`src/hdl/bplru_pkg.sv`:
```
// ----------------------------------------------------------------------------
// bplru_pkg
// Shared request codes, status codes and control types of the buffer pool
// frame manager.
// ----------------------------------------------------------------------------
package bplru_pkg;

  // default sizing
  localparam int POOL_FRAMES_DEF  = 16;
  localparam int PAGE_ID_BITS_DEF = 32;
  localparam int PIN_BITS_DEF     = 8;

  // fixed widths of the stream fields
  localparam int PAGE_FIELD_BITS  = 32;
  localparam int COUNT_BITS       = 32;
  localparam int IN_DATA_BITS     = 40;

  // request codes
  typedef enum logic [1:0] {
    FUNC_FETCH = 2'd0,
    FUNC_NEW   = 2'd1,
    FUNC_UNPIN = 2'd2,
    FUNC_FLUSH = 2'd3
  } func_t;

  // result status codes
  typedef enum logic [1:0] {
    STAT_OK           = 2'd0,
    STAT_ALL_PINNED   = 2'd1,
    STAT_NOT_RESIDENT = 2'd2,
    STAT_RESIDENT     = 2'd3
  } status_t;

  // recency list commands, at most one per cycle
  typedef struct packed {
    logic push;
    logic drop;
    logic pop;
  } lru_cmd_t;

endpackage

```
`src/hdl/buffer_pool_lru_frame_manager_core.sv`:
```
// ----------------------------------------------------------------------------
// buffer_pool_lru_frame_manager_core
// Frame metadata manager of a page buffer pool: lookup, allocation from the
// free stack or by LRU eviction, unpin and flush, with hit and miss counts.
//
//   channel  dir  tdata                                   side bands
//   s_axis   in   page_id, dirty                          tuser = func
//   m_axis   out  frame, hit, status, read_request,       tlast = last
//                 writeback_valid, writeback_page_id,
//                 sync, hit_count, miss_count
//
// The frame table sits in one single-port-read memory; every lookup step is
// one read plus one compare, over the frames in order from frame 0.
// fetch/new/unpin: the scan ends at the first hit or after the last frame; a
// miss that takes a frame takes it from the free stack or, when that is
// empty, reads an LRU victim back first; the next request is taken in idle.
// flush: scans every frame, one result per dirty frame, then a sync result.
// rst is synchronous and clears used marks, counts and handshakes.
// A stalled result holds the engine in its emit step until taken.
// ----------------------------------------------------------------------------
module buffer_pool_lru_frame_manager_core
  import bplru_pkg::*;
#(
  parameter int POOL_FRAMES  = POOL_FRAMES_DEF,
  parameter int PAGE_ID_BITS = PAGE_ID_BITS_DEF,
  parameter int PIN_BITS     = PIN_BITS_DEF
) (
  input  logic                    clk,
  input  logic                    rst,
  input  logic                    s_axis_tvalid,
  output logic                    s_axis_tready,
  // page_id[31:0], dirty[32], zero pad
  input  logic [IN_DATA_BITS-1:0] s_axis_tdata,
  // func[1:0]
  input  logic [1:0]              s_axis_tuser,
  output logic                    m_axis_tvalid,
  input  logic                    m_axis_tready,
  // frame, hit, status, read_request, writeback_valid, writeback_page_id,
  // sync, hit_count, miss_count, zero pad
  output logic [((((POOL_FRAMES > 1) ? $clog2(POOL_FRAMES) : 1) + 102 + 7) / 8) * 8 - 1:0]
                                  m_axis_tdata,
  output logic                    m_axis_tlast
);

  localparam int FW       = (POOL_FRAMES > 1) ? $clog2(POOL_FRAMES) : 1;
  localparam int CW       = $clog2(POOL_FRAMES + 1);
  localparam int PW       = PAGE_ID_BITS;
  localparam int MW       = PW + PIN_BITS + 1;
  localparam int OUT_BITS = FW + 102;
  localparam int OUT_W    = ((OUT_BITS + 7) / 8) * 8;
  localparam logic [PIN_BITS-1:0] PIN_MAX = '1;
  localparam logic [FW-1:0]       LAST_FRAME = FW'(POOL_FRAMES - 1);

  typedef enum logic [3:0] {
    S_IDLE, S_L_RD, S_L_EV, S_HIT, S_MISS, S_V_RD, S_V_EV,
    S_INSTALL, S_F_RD, S_F_EV, S_F_NEXT, S_EMIT
  } state_t;

  state_t state;

  // frame table: {page, pin, dirty}
  logic [MW-1:0] mem [POOL_FRAMES];
  logic [MW-1:0] rd_data;
  logic          mem_re;
  logic [FW-1:0] mem_raddr;
  logic          mem_we;
  logic [FW-1:0] mem_waddr;
  logic [MW-1:0] mem_wdata;

  logic [PW-1:0]       rd_page;
  logic [PIN_BITS-1:0] rd_pin;
  logic                rd_dirty;

  // request and working registers
  func_t               req_func;
  logic [PW-1:0]       req_pid;
  logic                req_dirty;
  logic [FW-1:0]       idx;
  logic [FW-1:0]       cur;
  logic [PIN_BITS-1:0] e_pin;
  logic                e_dirty;
  logic [POOL_FRAMES-1:0] used;
  logic [CW-1:0]       free_count;
  logic [COUNT_BITS-1:0] hits;
  logic [COUNT_BITS-1:0] misses;

  // pending result
  logic [FW-1:0]              res_frame;
  logic                       res_hit;
  status_t                    res_status;
  logic                       res_rd;
  logic                       res_wbv;
  logic [PAGE_FIELD_BITS-1:0] res_wbp;
  logic                       res_sync;
  logic                       res_last;

  // recency list
  lru_cmd_t      lru_cmd;
  logic [FW-1:0] lru_frame;
  logic [FW-1:0] lru_head;
  logic [CW-1:0] lru_count;

  logic [PW+PAGE_FIELD_BITS-1:0] pid_wide;
  logic [PW+PAGE_FIELD_BITS-1:0] page_wide;
  logic [PW-1:0]                 in_pid;
  logic [PAGE_FIELD_BITS-1:0]    rd_page_out;
  logic [OUT_W-1:0]              out_pack;
  logic                          accept;
  logic                          out_free;
  logic                          hit_match;
  logic [PIN_BITS-1:0]           hit_pin;
  logic                          hit_dirty;

  assign accept   = s_axis_tvalid && s_axis_tready;
  assign out_free = !m_axis_tvalid || m_axis_tready;
  assign s_axis_tready = (state == S_IDLE);

  // page id resized to the stored width and back to the field width
  assign pid_wide    = {{PW{1'b0}}, s_axis_tdata[PAGE_FIELD_BITS-1:0]};
  assign in_pid      = pid_wide[PW-1:0];
  assign page_wide   = {{PAGE_FIELD_BITS{1'b0}}, rd_page};
  assign rd_page_out = page_wide[PAGE_FIELD_BITS-1:0];

  assign rd_page  = rd_data[MW-1 -: PW];
  assign rd_pin   = rd_data[1 +: PIN_BITS];
  assign rd_dirty = rd_data[0];

  assign hit_match = used[idx] && (rd_page == req_pid);

  // updated pin and dirty mark of a resident frame
  always_comb begin
    hit_pin   = e_pin;
    hit_dirty = e_dirty;
    case (req_func)
      FUNC_FETCH: begin
        if (e_pin != PIN_MAX) hit_pin = e_pin + PIN_BITS'(1);
      end
      FUNC_UNPIN: begin
        hit_dirty = e_dirty | req_dirty;
        if (e_pin != '0) hit_pin = e_pin - PIN_BITS'(1);
      end
      default: begin
        hit_pin = e_pin;
      end
    endcase
  end

  // memory and list control decoded from the state
  always_comb begin
    mem_re    = 1'b0;
    mem_raddr = idx;
    mem_we    = 1'b0;
    mem_waddr = cur;
    mem_wdata = {req_pid, PIN_BITS'(1), (req_func == FUNC_NEW)};
    lru_cmd   = '0;
    lru_frame = cur;
    case (state)
      S_L_RD, S_F_RD: begin
        mem_re = 1'b1;
      end
      S_V_RD: begin
        mem_re    = 1'b1;
        mem_raddr = cur;
      end
      S_HIT: begin
        mem_we    = (req_func != FUNC_NEW);
        mem_wdata = {req_pid, hit_pin, hit_dirty};
        lru_cmd.drop = (req_func == FUNC_FETCH) && (e_pin == '0);
        lru_cmd.push = (req_func == FUNC_UNPIN) && (e_pin == PIN_BITS'(1));
      end
      S_MISS: begin
        lru_cmd.pop = (req_func != FUNC_UNPIN) && (free_count == '0) &&
                      (lru_count != '0);
      end
      S_INSTALL: begin
        mem_we = 1'b1;
      end
      S_F_EV: begin
        mem_we    = used[idx] && rd_dirty;
        mem_waddr = idx;
        mem_wdata = {rd_page, rd_pin, 1'b0};
      end
      default: begin
        mem_re = 1'b0;
      end
    endcase
  end

  // frame table memory
  always_ff @(posedge clk) begin
    if (mem_we) begin
      mem[mem_waddr] <= mem_wdata;
    end
    if (mem_re) begin
      rd_data <= mem[mem_raddr];
    end
  end

  bplru_lru_list #(
    .POOL_FRAMES(POOL_FRAMES)
  ) u_lru (
    .clk     (clk),
    .rst     (rst),
    .cmd     (lru_cmd),
    .frame_in(lru_frame),
    .head    (lru_head),
    .count   (lru_count)
  );

  // result packing, frame in the lowest bits
  always_comb begin
    out_pack = '0;
    out_pack[OUT_BITS-1:0] = {misses, hits, res_sync, res_wbp, res_wbv, res_rd,
                              res_status, res_hit, res_frame};
  end

  // request sequencer
  always_ff @(posedge clk) begin
    if (rst) begin
      state         <= S_IDLE;
      used          <= '0;
      free_count    <= CW'(POOL_FRAMES);
      hits          <= '0;
      misses        <= '0;
      m_axis_tvalid <= 1'b0;
    end else begin
      if (m_axis_tready && (state != S_EMIT)) m_axis_tvalid <= 1'b0;
      case (state)
        S_IDLE: begin
          if (accept) begin
            req_func   <= func_t'(s_axis_tuser);
            req_pid    <= in_pid;
            req_dirty  <= s_axis_tdata[PAGE_FIELD_BITS];
            idx        <= '0;
            res_frame  <= '0;
            res_hit    <= 1'b0;
            res_status <= STAT_OK;
            res_rd     <= 1'b0;
            res_wbv    <= 1'b0;
            res_wbp    <= '0;
            res_sync   <= 1'b0;
            res_last   <= 1'b1;
            state <= (func_t'(s_axis_tuser) == FUNC_FLUSH) ? S_F_RD : S_L_RD;
          end
        end
        S_L_RD: begin
          state <= S_L_EV;
        end
        S_L_EV: begin
          if (hit_match) begin
            cur     <= idx;
            e_pin   <= rd_pin;
            e_dirty <= rd_dirty;
            state   <= S_HIT;
          end else if (idx == LAST_FRAME) begin
            state <= S_MISS;
          end else begin
            idx   <= idx + FW'(1);
            state <= S_L_RD;
          end
        end
        S_HIT: begin
          res_frame <= cur;
          case (req_func)
            FUNC_FETCH: begin
              hits    <= hits + COUNT_BITS'(1);
              res_hit <= 1'b1;
            end
            FUNC_NEW: begin
              res_status <= STAT_RESIDENT;
            end
            default: begin
              res_hit <= 1'b0;
            end
          endcase
          state <= S_EMIT;
        end
        S_MISS: begin
          if (req_func == FUNC_UNPIN) begin
            res_status <= STAT_NOT_RESIDENT;
            state      <= S_EMIT;
          end else begin
            if (req_func == FUNC_FETCH) misses <= misses + COUNT_BITS'(1);
            if (free_count != '0) begin
              cur        <= FW'(free_count - CW'(1));
              free_count <= free_count - CW'(1);
              state      <= S_INSTALL;
            end else if (lru_count == '0) begin
              res_status <= STAT_ALL_PINNED;
              state      <= S_EMIT;
            end else begin
              cur            <= lru_head;
              used[lru_head] <= 1'b0;
              state          <= S_V_RD;
            end
          end
        end
        S_V_RD: begin
          state <= S_V_EV;
        end
        S_V_EV: begin
          res_wbv <= rd_dirty;
          res_wbp <= rd_dirty ? rd_page_out : '0;
          state   <= S_INSTALL;
        end
        S_INSTALL: begin
          used[cur] <= 1'b1;
          res_frame <= cur;
          res_rd    <= 1'b1;
          state     <= S_EMIT;
        end
        S_F_RD: begin
          state <= S_F_EV;
        end
        S_F_EV: begin
          if (used[idx] && rd_dirty) begin
            res_frame <= idx;
            res_wbv   <= 1'b1;
            res_wbp   <= rd_page_out;
            res_sync  <= 1'b0;
            res_last  <= 1'b0;
            state     <= S_EMIT;
          end else begin
            state <= S_F_NEXT;
          end
        end
        S_F_NEXT: begin
          if (idx == LAST_FRAME) begin
            res_frame <= '0;
            res_wbv   <= 1'b0;
            res_wbp   <= '0;
            res_sync  <= 1'b1;
            res_last  <= 1'b1;
            state     <= S_EMIT;
          end else begin
            idx   <= idx + FW'(1);
            state <= S_F_RD;
          end
        end
        S_EMIT: begin
          if (out_free) begin
            m_axis_tvalid <= 1'b1;
            m_axis_tdata  <= out_pack;
            m_axis_tlast  <= res_last;
            state         <= res_last ? S_IDLE : S_F_NEXT;
          end
        end
        default: begin
          state <= S_IDLE;
        end
      endcase
    end
  end

`ifndef NO_ASSERTIONS
  // the free stack never holds more than the pool
  a_free_bound: assert property (@(posedge clk) disable iff (rst)
    free_count <= CW'(POOL_FRAMES))
    else $error("free count above pool size");

  // the recency list never holds more than the pool
  a_lru_bound: assert property (@(posedge clk) disable iff (rst)
    lru_count <= CW'(POOL_FRAMES))
    else $error("lru count above pool size");

  // a frame is installed only when it is not in use
  a_install_free: assert property (@(posedge clk) disable iff (rst)
    (state == S_INSTALL) |-> !used[cur])
    else $error("install into a used frame");

  // a request is taken only after its last result has been queued
  a_accept_idle: assert property (@(posedge clk) disable iff (rst)
    accept |=> (state == S_L_RD) || (state == S_F_RD))
    else $error("request taken outside idle");
`endif

endmodule

```
`src/hdl/bplru_lru_list.sv`:
```
// ----------------------------------------------------------------------------
// bplru_lru_list
// Recency list of unpinned resident frames: oldest at the head, pushes at
// the tail, removal of any member closes the gap.
// ----------------------------------------------------------------------------
module bplru_lru_list
  import bplru_pkg::*;
#(
  parameter int POOL_FRAMES = POOL_FRAMES_DEF
) (
  input  logic                                         clk,
  input  logic                                         rst,
  input  lru_cmd_t                                     cmd,
  input  logic [((POOL_FRAMES > 1) ? $clog2(POOL_FRAMES) : 1)-1:0] frame_in,
  output logic [((POOL_FRAMES > 1) ? $clog2(POOL_FRAMES) : 1)-1:0] head,
  output logic [$clog2(POOL_FRAMES + 1)-1:0]           count
);

  localparam int FW = (POOL_FRAMES > 1) ? $clog2(POOL_FRAMES) : 1;
  localparam int CW = $clog2(POOL_FRAMES + 1);

  logic [FW-1:0]          order [POOL_FRAMES];
  logic [CW-1:0]          cnt;
  logic [POOL_FRAMES-1:0] match;
  logic [POOL_FRAMES-1:0] shift;
  logic                   found;
  logic                   has_room;

  // locate the member to drop and mark the entries that move up
  always_comb begin
    logic run;
    run = 1'b0;
    for (int j = 0; j < POOL_FRAMES; j++) begin
      match[j] = (CW'(j) < cnt) && (order[j] == frame_in);
      run      = run | match[j];
      shift[j] = (cmd.pop && (cnt != '0)) || (cmd.drop && run);
    end
    found = run;
  end

  assign has_room = (cnt < CW'(POOL_FRAMES));

  // list entries
  always_ff @(posedge clk) begin
    for (int j = 0; j < POOL_FRAMES - 1; j++) begin
      if (shift[j]) begin
        order[j] <= order[j + 1];
      end
    end
    if (cmd.push && has_room) begin
      order[cnt[FW-1:0]] <= frame_in;
    end
  end

  // fill count
  always_ff @(posedge clk) begin
    if (rst) begin
      cnt <= '0;
    end else if (cmd.pop && (cnt != '0)) begin
      cnt <= cnt - CW'(1);
    end else if (cmd.drop && found) begin
      cnt <= cnt - CW'(1);
    end else if (cmd.push && has_room) begin
      cnt <= cnt + CW'(1);
    end
  end

  assign head  = order[0];
  assign count = cnt;

endmodule

```
`config.mk`:
```
export PLATFORM = sky130hd
export DESIGN_NAME = buffer_pool_lru_frame_manager_core
export DESIGN_NICKNAME = d
export VERILOG_FILES = /design/src/hdl/bplru_pkg.sv /design/src/hdl/buffer_pool_lru_frame_manager_core.sv /design/src/hdl/bplru_lru_list.sv
export SDC_FILE = /design/constraint.sdc
export NUM_CORES = 2
export LEC_CHECK = 0
export ABC_AREA = 1
export CORE_MARGIN = 2
export CORE_UTILIZATION = 50
export CTS_CLUSTER_SIZE = 40
export DETAILED_ROUTE_END_ITERATION = 16
export DONT_BUFFER_PORTS = 1
export GPL_ROUTABILITY_DRIVEN = 0
export GPL_TIMING_DRIVEN = 0
export HOLD_SLACK_MARGIN = 0.06
export PLACE_DENSITY = 0.74
export SLEW_MARGIN = 25
export SYNTH_ARGS = -nofsm -noshare
export SYNTH_HDL_FRONTEND = slang
export SYNTH_SLANG_ARGS = --single-unit
```
`constraint.sdc`:
```
create_clock -name clk -period 13.9 [get_ports clk]
set_input_delay 2.085 -clock clk [delete_from_list [all_inputs] [get_ports clk]]
set_output_delay 2.085 -clock clk [all_outputs]
set_load 0.005 [all_outputs]
```
==> implementation parameters <==
Parameter                              Value

Clock network
  Number of clock buffers inserted by TritonCTS    103
  Post-CTS Setup Bufs    0
  CTS tree    yes
  # clock sinks    1,058
  Worst-path clk slew    0.07 ns
  Buffer depth of the longest clock path    3
  Root buffer cell    clkbuf_16
  CTS Hold Bufs    0
  Deepest level of the CTS H-tree    3
  Post-CTS sizing    0
  Clock network latency to the later pin of the worst-skew pair    0.69 ns

Route
  Met3 wire len    18,100 um
  Violation count after the first detailed-routing iteration    4,854
  Via density    6.28
  Wl on met1    47,000 um
  Post-route DRC violation count    0
  WL per Instance    25.5 um
  Highest routed metal layer    met5
  First-pass DRT Iterations    8
  Vias after detailed routing    32.0k
  Total Routed Length    130,000 um
  Met2 Routed Length    59,100 um
  Remaining antenna violation count after routing    0

STA
  Minimum period implied by the final worst setup slack    4.31 ns
  Final period utilization    0.310
  Worst Hold Margin    0.412 ns
  Slew HR    0.223
  Final clock skew    0.0343 ns
  Final count of hold timing violations    0
  Achievable Freq    0.232 GHz
  Number of failing setup endpoints in the final timing report    0
  Unrepaired setup endpoints after global routing    false
  Number of pins exceeding their max-slew limit in the final report    0
  Pin slew with the least headroom to its limit    1.17 ns
  Sum of negative setup slack    0 ns

Synthesis
  Number of warnings printed during yosys synthesis    0
  Dominant cell type by area after synthesis    edfxtp_1
  Fraction of registers with async set or reset after synthesis    0
  Flip-flop cell with the highest count after synthesis    edfxtp_1
  Post-Synthesis Cell Area    0.0438 mm2
  Number of synthesized register bits    1,058
  Number of enable flip-flop cells after synthesis    963
  Mean Syn Cell Area    11.9 um2
  List of most frequent post-synthesis cells    edfxtp_1, nor2_1, o21ai_0, nand2_1, inv_1
  Number of cells produced by synthesis    3,683
  Seq/Total Area, Yosys    0.703
  Distinct cell type count of the synthesized netlist    63
  Most frequent cell after synthesis    edfxtp_1
  Synth area leaders    edfxtp_1, o21ai_0, nor2_1
  Share of the synthesized area in the top cell type    0.660

Cells and area
  Final instance count without filler cells    5,095
  Fill count    6,690
  Final #Nets    3,917
  Area grow syn2layout    14.2%
  Util after Layout    0.577
  Fraction of final layout cells with drive strength greater than 1    0.0869

Power and ir drop
  Cell area power density    142 mW/mm2
  Total net switching power    1.82 mW
  Overall power    7.11 mW
  Share of power burned in combinational logic    0.110
  Leakage power of the design    16.8 nW
  Seq pwr share    0.508
  Internal power    5.29 mW
  Maximum vdd drop    0.141 mV
  Switching Share    0.256
  Clock share of power    0.382

Global route
  Via count of the first global-routing pass    30.7k
  Pin count of the biggest net entering global routing    20
  Grt ovf    0
  Initial antenna violation count    6
  Total Routing Usage GR    0.283
  Wire length of the first global-routing pass    191,000 um

Worst hold path
  Path category of the worst min-delay check    register to register

Placed design
  Number of port buffers    0
  HPWL reported at the end of detailed placement    87,300 um
  Placed Cells incl. Taps    4,908

Floorplan
  Area of the die    0.0900 mm2
  Core region area    0.0868 mm2
  Die span in y    300 um
  Number of I/O pins    161
  Row count    108
  X dimension of the die    300 um
  Initial cell density of the core    0.505

Critical path
  Worst Path Arrival    4.72 ns
  Required time of the critical path    14.31 ns
  Type of element capturing the critical path    register
  Type of the worst setup path    register to register
  Maximum net fanout on the critical path    10
  Startpoint kind of the worst setup timing path    register
  Worst setup slack for register-to-register paths    9.59 ns

Flow run
  Max-cap check violation count    0

Run status
  Status    completed
==> cells by family after synthesis <==
kind of cell	after synthesis	share of synthesized area
AOI/OAI and AO/OA	861	0.117
other	1	0.0000856
DFF	1058	0.703
muxes	3	0.000685
adders and majority gates	12	0.00343
and+or+nand+nor	1227	0.122
xor gates and xnor gates	71	0.0142
buffers and inverters	450	0.0398
==> power by group through the flow <==
stage | clock network [mW] | logic, mW | registers, mW
CTS | 2.72 | 0.743 | 3.61
detailed placement | 0 | 0.735 | 3.68
global route | 2.84 | 0.817 | 3.62
floorplan | 0 | 0.406 | 3.67
finish | 2.72 | 0.780 | 3.61
global placement | 0 | 0.674 | 3.69
==> per-stage QoR <==
stage                     cell area, um2  setup slack [ns]
after CTS                          50000              9.88
after floorplan                    43800              3.44
final                              50000              9.59
after global placement             45300            -0.605
after detailed placement           46800              9.17
after global routing               50000              9.67
==> path summary, 6_finish.rpt <==
kind	startpoint	end	cells past startpoint
min reg2reg	res_wbp[27]	m_axis_tdata[36]	0
max	cur[2]	rd_data[13]	10
max reg2reg	cur[2]	rd_data[13]	10
min	res_wbp[27]	m_axis_tdata[36]	0
==> cell usage in the layout (no fill, tap or decap), types with 8 or more instances in the layout <==
cell and instances:
edfxtp_1 963, clkbuf_16 105, nor3_1 53, o211ai_1 68, xor2_1 49, clkinv_1 20
buf_16 31, nand3_1 118, xnor2_1 22, o21ai_0 449, nand4_1 42, dfxtp_1 95
clkinv_2 10, o21ai_2 17, a21oi_1 87, buf_4 26, o221ai_1 119, inv_2 13
nor2_1 532, nor4_1 15, buf_2 20, inv_1 239, nor2_2 8, nor2_4 20
clkbuf_1 182, nand2_1 388, o21ai_1 25, o22ai_1 58, ha_1 12, buf_12 11
==> worst max-delay path: stages (launching register included) <==
cell,delay [ns]
edfxtp_1,0.55
inv_1,0.30
clkbuf_1,0.61
o21ai_2,0.36
buf_8,0.26
inv_1,0.09
clkbuf_1,0.57
clkbuf_1,0.66
o221ai_1,0.38
o211ai_1,0.18
nand2_1,0.09
==> cell type report <==
class                   instances  area [um2]  area share
diodes                          3        7.51    0.000150
multi-input cells            2180       11500       0.230
plain buffers                 190         771      0.0154
flip-flops and latches       1058       30800       0.616
clock buffers                 134        2760      0.0551
inverters                     260         983      0.0197
well taps                    1155        1450      0.0289
clock inverters                49         467     0.00933
repair buffers                 66        1280      0.0257
==> metal layers <==
layer | track usage | vias up
met5 | 0 | -
met4 | 0.119 | 4
met3 | 0.0754 | 435
met2 | 0.446 | 2476
met1 | 0.375 | 15300
li1 | - | 13700
==> registers in the layout, indices dropped and copies added (netlist names), 8 cells and up <==
| name | count |
|---|---|
| rd_data | 41 |
| res_wbp | 32 |
| hits | 32 |
| used | 16 |
| mem | 656 |
| u_lru.order | 64 |
| m_axis_tdata | 106 |
| e_pin | 8 |
| req_pid | 32 |
| misses | 32 |
Note: power is estimated with default switching activity, not from simulation.
